<file path="src/hdl/tmwht_pkg.sv">
// Types and codes shared by the window hit-test block.
package tmwht_pkg;

	// Field widths fixed by the item format
	localparam int unsigned COORD_W = 16;
	localparam int unsigned STAT_W  = 2;
	localparam int unsigned WNUM_W  = 7;

	// Command kinds
	localparam logic KIND_LOAD  = 1'b0;
	localparam logic KIND_CLICK = 1'b1;

	// Result status codes
	localparam logic [STAT_W-1:0] ST_HIT    = 2'd0;
	localparam logic [STAT_W-1:0] ST_MISS   = 2'd1;
	localparam logic [STAT_W-1:0] ST_LOADED = 2'd2;
	localparam logic [STAT_W-1:0] ST_FULL   = 2'd3;

	// Command beat
	typedef struct packed {
		logic               kind;
		logic [COORD_W-1:0] left_x;
		logic [COORD_W-1:0] right_x;
		logic [COORD_W-1:0] bottom_y;
		logic [COORD_W-1:0] top_y;
		logic [COORD_W-1:0] point_x;
		logic [COORD_W-1:0] point_y;
	} tmwht_cmd_t;

	// Result beat
	typedef struct packed {
		logic [STAT_W-1:0] status;
		logic [WNUM_W-1:0] window_number;
	} tmwht_rsp_t;

	// Stored rectangle
	typedef struct packed {
		logic [COORD_W-1:0] top_y;
		logic [COORD_W-1:0] bottom_y;
		logic [COORD_W-1:0] right_x;
		logic [COORD_W-1:0] left_x;
	} tmwht_rect_t;

endpackage

</file>
<file path="src/hdl/topmost_window_hit_test_core.sv">
// Top level: window table with topmost-hit search and raise-to-front ranks.
//
//  channel | signals                       | direction | payload
//  --------+-------------------------------+-----------+-------------------
//  command | cmd_valid, cmd_ready, cmd     | in        | tmwht_cmd_t
//  result  | res_valid, res_ready, res     | out       | tmwht_rsp_t
//
// A load writes the table in the accept cycle, then hands on its result.
// A click on an empty table goes straight to the result; otherwise it makes one
// pass over the rectangle memory through the shared bound/rank comparator, and
// on a hit a second pass over the rank memory (one read per cycle).
// Reset empties the table (window count to zero); memories are not cleared.
// cmd_ready is low while an item is in work; a result waiting in the output
// register holds the sequencer only at the moment it would hand off the next.
module topmost_window_hit_test_core
	import tmwht_pkg::*;
#(
	parameter int unsigned MAX_WINDOWS = 64
) (
	input  logic       clk,
	input  logic       arst_n,
	input  logic       cmd_valid,
	output logic       cmd_ready,
	input  tmwht_cmd_t cmd,
	output logic       res_valid,
	input  logic       res_ready,
	output tmwht_rsp_t res
);

	localparam int unsigned IDX_W  = (MAX_WINDOWS > 1) ? $clog2(MAX_WINDOWS) : 1;
	localparam int unsigned CNT_W  = $clog2(MAX_WINDOWS + 1);
	localparam int unsigned WIDE_W = (CNT_W > WNUM_W) ? CNT_W : WNUM_W;

	// Sequencer states
	localparam logic [2:0] S_IDLE     = 3'd0;
	localparam logic [2:0] S_SCAN     = 3'd1;
	localparam logic [2:0] S_SCAN_END = 3'd2;
	localparam logic [2:0] S_UPD      = 3'd3;
	localparam logic [2:0] S_UPD_END  = 3'd4;
	localparam logic [2:0] S_UPD_FIN  = 3'd5;
	localparam logic [2:0] S_RESP     = 3'd6;

	logic [2:0] state_q;
	logic [CNT_W-1:0] count_q;
	logic [IDX_W-1:0] idx_q;
	logic [IDX_W-1:0] last_idx;
	logic idx_last;

	logic [COORD_W-1:0] px_q;
	logic [COORD_W-1:0] py_q;

	logic found_q;
	logic [IDX_W-1:0] best_q;
	logic [IDX_W-1:0] best_rank_q;

	logic vld_s1;
	logic [IDX_W-1:0] idx_s1;
	tmwht_rect_t rect_s1;
	logic [IDX_W-1:0] rank_s1;

	tmwht_rsp_t res_q;
	tmwht_rsp_t out_q;
	logic out_valid_q;

	// Memories
	tmwht_rect_t rect_mem [MAX_WINDOWS];
	logic [IDX_W-1:0] rank_mem [MAX_WINDOWS];

	logic cmd_acc;
	logic table_full;
	logic rect_we;
	logic rank_we;
	logic [IDX_W-1:0] rank_waddr;
	logic [IDX_W-1:0] rank_wdata;
	tmwht_rect_t cmd_rect;

	logic inside_pt;
	logic rank_gt;
	logic cand;
	logic found_n;
	logic [IDX_W-1:0] best_n;
	logic [IDX_W-1:0] best_rank_n;
	logic [WIDE_W-1:0] load_num;
	logic [WIDE_W-1:0] hit_num;
	logic out_free;

	assign cmd_acc    = cmd_valid && cmd_ready;
	assign cmd_ready  = (state_q == S_IDLE);
	assign table_full = (count_q == CNT_W'(MAX_WINDOWS));
	assign last_idx   = IDX_W'(count_q - CNT_W'(1));
	assign idx_last   = (idx_q == last_idx);
	assign out_free   = !out_valid_q || res_ready;
	assign load_num   = WIDE_W'(count_q) + WIDE_W'(1);
	assign hit_num    = WIDE_W'(best_q) + WIDE_W'(1);

	assign cmd_rect.left_x   = cmd.left_x;
	assign cmd_rect.right_x  = cmd.right_x;
	assign cmd_rect.bottom_y = cmd.bottom_y;
	assign cmd_rect.top_y    = cmd.top_y;

	// Shared compare unit: point in rectangle, rank above current reference
	assign inside_pt = (rect_s1.left_x <= px_q) && (px_q <= rect_s1.right_x) &&
		(rect_s1.bottom_y <= py_q) && (py_q <= rect_s1.top_y);
	assign rank_gt = (rank_s1 > best_rank_q);

	// Running topmost candidate during the scan
	always_comb begin
		cand        = vld_s1 && inside_pt && (!found_q || rank_gt);
		found_n     = found_q || cand;
		best_n      = cand ? idx_s1 : best_q;
		best_rank_n = cand ? rank_s1 : best_rank_q;
	end

	// Memory write port selection
	always_comb begin
		rect_we    = 1'b0;
		rank_we    = 1'b0;
		rank_waddr = idx_s1;
		rank_wdata = rank_s1 - IDX_W'(1);
		unique case (state_q) inside
			S_IDLE: begin
				if (cmd_acc && (cmd.kind == KIND_LOAD) && !table_full) begin
					rect_we    = 1'b1;
					rank_we    = 1'b1;
					rank_waddr = IDX_W'(count_q);
					rank_wdata = IDX_W'(count_q);
				end
			end
			S_UPD, S_UPD_END: begin
				rank_we = vld_s1 && rank_gt;
			end
			S_UPD_FIN: begin
				rank_we    = 1'b1;
				rank_waddr = best_q;
				rank_wdata = last_idx;
			end
			S_SCAN, S_SCAN_END, S_RESP: begin
			end
			default: begin
			end
		endcase
	end

	// Memory ports: registered read at idx_q, one write each
	always_ff @(posedge clk) begin
		rect_s1 <= rect_mem[idx_q];
		rank_s1 <= rank_mem[idx_q];
		if (rect_we) begin
			rect_mem[IDX_W'(count_q)] <= cmd_rect;
		end
		if (rank_we) begin
			rank_mem[rank_waddr] <= rank_wdata;
		end
	end

	// Sequencer and counters
	always_ff @(posedge clk or negedge arst_n) begin
		if (!arst_n) begin
			state_q <= S_IDLE;
			count_q <= '0;
			idx_q   <= '0;
			vld_s1  <= 1'b0;
			found_q <= 1'b0;
		end else begin
			vld_s1 <= 1'b0;
			unique case (state_q)
				S_IDLE: begin
					idx_q   <= '0;
					found_q <= 1'b0;
					if (cmd_acc) begin
						if (cmd.kind == KIND_LOAD) begin
							if (!table_full) begin
								count_q <= count_q + CNT_W'(1);
							end
							state_q <= S_RESP;
						end else if (count_q == '0) begin
							state_q <= S_RESP;
						end else begin
							state_q <= S_SCAN;
						end
					end
				end
				S_SCAN: begin
					vld_s1  <= 1'b1;
					found_q <= found_n;
					if (idx_last) begin
						state_q <= S_SCAN_END;
					end else begin
						idx_q <= idx_q + IDX_W'(1);
					end
				end
				S_SCAN_END: begin
					found_q <= found_n;
					idx_q   <= '0;
					state_q <= found_n ? S_UPD : S_RESP;
				end
				S_UPD: begin
					vld_s1 <= 1'b1;
					if (idx_last) begin
						state_q <= S_UPD_END;
					end else begin
						idx_q <= idx_q + IDX_W'(1);
					end
				end
				S_UPD_END: begin
					state_q <= S_UPD_FIN;
				end
				S_UPD_FIN: begin
					state_q <= S_RESP;
				end
				S_RESP: begin
					if (out_free) begin
						state_q <= S_IDLE;
					end
				end
				default: begin
					state_q <= S_IDLE;
				end
			endcase
		end
	end

	// Datapath registers: point, best candidate, pending result
	always_ff @(posedge clk) begin
		idx_s1 <= idx_q;
		if (cmd_acc) begin
			px_q <= cmd.point_x;
			py_q <= cmd.point_y;
			if (cmd.kind == KIND_LOAD) begin
				if (table_full) begin
					res_q.status        <= ST_FULL;
					res_q.window_number <= '0;
				end else begin
					res_q.status        <= ST_LOADED;
					res_q.window_number <= load_num[WNUM_W-1:0];
				end
			end else begin
				res_q.status        <= ST_MISS;
				res_q.window_number <= '0;
			end
		end
		if ((state_q == S_SCAN) || (state_q == S_SCAN_END)) begin
			best_q      <= best_n;
			best_rank_q <= best_rank_n;
		end
		if (state_q == S_UPD_FIN) begin
			res_q.status        <= ST_HIT;
			res_q.window_number <= hit_num[WNUM_W-1:0];
		end
	end

	// Output register
	always_ff @(posedge clk or negedge arst_n) begin
		if (!arst_n) begin
			out_valid_q <= 1'b0;
		end else if ((state_q == S_RESP) && out_free) begin
			out_valid_q <= 1'b1;
		end else if (res_ready) begin
			out_valid_q <= 1'b0;
		end
	end

	always_ff @(posedge clk) begin
		if ((state_q == S_RESP) && out_free) begin
			out_q <= res_q;
		end
	end

	assign res_valid = out_valid_q;
	assign res       = out_q;

endmodule

</file>
<file path="config.mk">
export PLATFORM = sky130hd
export DESIGN_NAME = topmost_window_hit_test_core
export DESIGN_NICKNAME = d
export VERILOG_FILES = /design/src/hdl/tmwht_pkg.sv /design/src/hdl/topmost_window_hit_test_core.sv
export SDC_FILE = /design/constraint.sdc
export NUM_CORES = 2
export LEC_CHECK = 0
export BUFFER_PORTS_ARGS = -buffer_cell sky130_fd_sc_hd__buf_2
export CORE_ASPECT_RATIO = 0.5
export CORE_MARGIN = 2
export CORE_UTILIZATION = 40
export DETAILED_ROUTE_END_ITERATION = 8
export PLACE_DENSITY = 0.57
export REMOVE_ABC_BUFFERS = 1
export SLEW_MARGIN = 25
export SYNTH_ARGS = -nofsm -noshare
export SYNTH_HDL_FRONTEND = slang
export SYNTH_MEMORY_MAX_BITS = 65536
export SYNTH_SLANG_ARGS = --single-unit
</file>
<file path="constraint.sdc">
create_clock -name clk -period 8.2 [get_ports clk]
set_clock_uncertainty 0.05 [all_clocks]
set_input_delay 1.64 -clock clk [delete_from_list [all_inputs] [get_ports clk]]
set_output_delay 1.64 -clock clk [all_outputs]
set_load 0.01 [all_outputs]
</file>
==> impl_metrics.json <==
{
  "maxSlewViolCount": 0,
  "grt_pass1_wl_mm": 635.6,
  "peakVddDrop_mv": 0.4456,
  "gpl.final_weighted_congestion": 0.7942,
  "synth-edff-count": 4540,
  "clk_pin_slew_ns": 0.06,
  "synth_cells": 7109,
  "clkPwrFrac_pct": 33.2,
  "seq_power_share_pct": 46.3,
  "portBuffers": 111,
  "layout_commonest_cell": "edfxtp_1",
  "outcome": "finished, final reports clean",
  "synth-async-reset-ratio_pct": 0.4097,
  "worstMarginPinSlew_ns": 1.116,
  "cp_common_cell": "nand3_1",
  "max_cap_violations": 0,
  "leakage_nw": 59.92,
  "cts.sinks": 4637,
  "final_area_sq_um": 200300,
  "totalWireLength_mm": 454.1,
  "area_growth_pct": 13.26,
  "power_switching_mw": 16.11,
  "required_ns": 8.70,
  "postLayoutSetupSlackWorst_ns": 3.429,
  "end_kind": "flip-flop",
  "row_count": 172,
  "grt_max_degree": 137,
  "rsz0062_at_grt": "false",
  "hp-class": "reg -> reg",
  "ios": 112,
  "cts-resized-gates": 0,
  "synthFlopType": "edfxtp_1",
  "antenna_found_initial": 39,
  "core_area_sq_um": 439700,
  "drive_gt1_share_pct": 32.33,
  "worstHoldPathCells": 0,
  "fillers": 35920,
  "yosys.area_share.simple_pct": 0.8873,
  "start_util_pct": 40.22,
  "post_synth_fa_ha_maj_area_fraction_pct": 0.5307,
  "yosys_register_bits": 4637,
  "cts_buffers": 422,
  "cts_buffer_depth": 4,
  "fin_tns_setup_ns": 0,
  "wl_per_cell_microns": 32.98,
  "fp.dieW_microns": 944.3,
  "startpoint_type": "flip-flop",
  "tritoncts": "yes",
  "rr_worst_depth": 9,
  "path_buf_inv": 1,
  "post_cts_buffers": 0,
  "ys_seq_area_share_pct": 78.25,
  "setup_violations": 0,
  "crit_type": "reg -> reg",
  "fmax_mhz": 209.6,
  "critPathMaxFanout": 14,
  "power_density_nw_per_um2": 297.4,
  "finalHoldViolCount": 0,
  "ctsHoldBuffers": 0,
  "ant_nets": 0,
  "slowest_stage": "nor3_1",
  "synth-compound-area-share_pct": 0.4437,
  "path_cells": "inv_1 > ha_1 > nor3b_2 > nand3_1 > a21oi_2 > a21o_1 > nand3_1 > nand2b_1 > nor3_1",
  "period_needed_ns": 4.771,
  "die-area_sq_um": 447700,
  "vias": 80320,
  "p_int_mw": 43.45,
  "yosysWarnings": 0,
  "cts-root-buf": "clkbuf_16",
  "dr.first_iter.drc_count": 10650,
  "max_slew_margin_pct": 25.63,
  "syn_area_sq_um": 176800,
  "syn_area_per_cell_sq_um": 24.87,
  "place_ws_ns": 2.297,
  "die_h_microns": 474.1,
  "p_comb_share_pct": 20.5,
  "fin_crit_sh_pct": 58.19,
  "fin_nets": 7677,
  "crit_family": "simple AND/OR/NAND/NOR gates",
  "synth-xor-area-share_pct": 0.1337,
  "dpl_cell_area_sq_um": 186300,
  "remaining_drc_errors": 0,
  "synth_top_family_by_area": "multiplexers",
  "final_cell_mix": "4540 x edfxtp_1, 1470 x mux4_2, 427 x clkbuf_16",
  "muxShareOfSynthArea_pct": 18.74,
  "worstPathArrival_ns": 5.28,
  "worstSkewPairLatency_ns": 0.94,
  "hpwl_mm": 258.7,
  "p_total_mw": 59.55,
  "cpPeakStageDelay_ns": 0.75,
  "cp.depth": 9,
  "grt_overflow_total": 0,
  "dr.pass1.iters": 6,
  "ys_types": 56,
  "vias_per_cell": 5.833,
  "htree_levels": 5,
  "grt_use_total_pct": 20.03,
  "switching_share_pct": 27.05,
  "grt_pass1_vias": 80430
}
power by group through the flow:
stage	Combinational, mW	Sequential (mW)	Clock [mW]
floorplan	10.1	28.5	0
global placement	12.3	28.1	0
detailed placement	12.4	28.1	0
CTS	12.4	27.6	20.1
global route	13.0	27.6	21.0
finish	12.2	27.6	19.8
flip-flops by register name, summed over array words and instances (netlist names):
name / flops
rect_s1: 64
idx_q: 6
vld_s1: 1
count_q: 7
rank_s1: 6
px_q: 16
state_q: 3
res: 9
best_q: 6
rank_mem: 384
best_rank_q: 6
res_valid: 1
rect_mem: 4096
found_q: 1
idx_s1: 6
res_q: 9
py_q: 16
metal layers:
| metal | vias up | part of all wire [%] | track usage [%] |
|---|---|---|---|
| met5 | - | 0.020 | 0 |
| met2 | 3334 | 46 | 30.42 |
| met1 | 44730 | 44 | 30.60 |
| met4 | 12 | 1.9 | 3.751 |
| li1 | 31700 | - | - |
| met3 | 539 | 8.5 | 3.963 |
per-stage QoR:
| stage | hold WS (ns) | utilization, % | std cells |
|---|---|---|---|
| floorplan | 0.3503 | - | 6740 |
| global route | 0.3881 | 45.55 | 13770 |
| finish | 0.3782 | 45.55 | 13770 |
| global placement | 0.3595 | 42.32 | 12980 |
| CTS | 0.3781 | 45.48 | 13760 |
| detailed placement | 0.3568 | 42.38 | 12990 |
worst paths after layout:
path	slack [ns]	to	from
setup reg to reg	3.43	rank_mem[21][2]	count_q[0]
setup / recovery	3.43	rank_mem[21][2]	count_q[0]
max in group asynchronous	7.08	idx_q[4]	arst_n
hold reg to reg	0.38	res[6]	res_q[6]
hold / removal	0.38	res[6]	res_q[6]
min in group asynchronous	0.62	count_q[1]	arst_n
synth_stat cells, drive strengths merged, types with 2 or more instances:
master  number  area share [%]
a21o         9           0.038
o311ai       2          0.0099
dfrtp       19            0.27
o211ai       2          0.0085
or2          4           0.014
xnor2       19           0.094
nor3        60            0.17
o31ai        2          0.0085
o32ai        2          0.0099
nand2b       6           0.021
nor2        84            0.18
and3         8           0.028
a21oi       36            0.10
o21a         4           0.017
buf        150            0.37
edfxtp    4540              77
a32o         2           0.011
o21ai       27           0.076
xor2         8           0.040
a22o         3           0.015
a211oi       4           0.017
clkbuf     219            0.46
a221o        4           0.023
nand4       16           0.057
a2111o       2           0.013
and2         4           0.014
a211o        2          0.0099
inv         84            0.18
ha          75            0.53
a221oi       2          0.0099
mux2i        3           0.017
nor4        27           0.096
or3          8           0.028
dfxtp       78            0.88
nand3b       4           0.017
nor2b        4           0.014
nand3       26           0.074
o22ai        6           0.021
mux4      1470              19
a22oi        5           0.021
nor3b        2           0.011
nand2       67            0.14
logic make-up after synthesis:
logic type / count (synthesis)
compound gates: 120
xor+xnor: 27
fa+ha+maj: 75
buf+inv: 453
flops: 4637
mux: 1473
simple gates: 324
cell type report:
type	instances	area, sq um	area share [%]
inverters	84	315.3	0.1574
multi-input cells	2019	37410	18.68
well taps	5916	7402	3.696
clock buffers	527	11240	5.613
clock inverters	246	2377	1.187
diodes	4	10.01	0.004998
flip-flops and latches	4637	138400	69.10
repair buffers	337	3129	1.563
(Power assumes the default switching activity.)
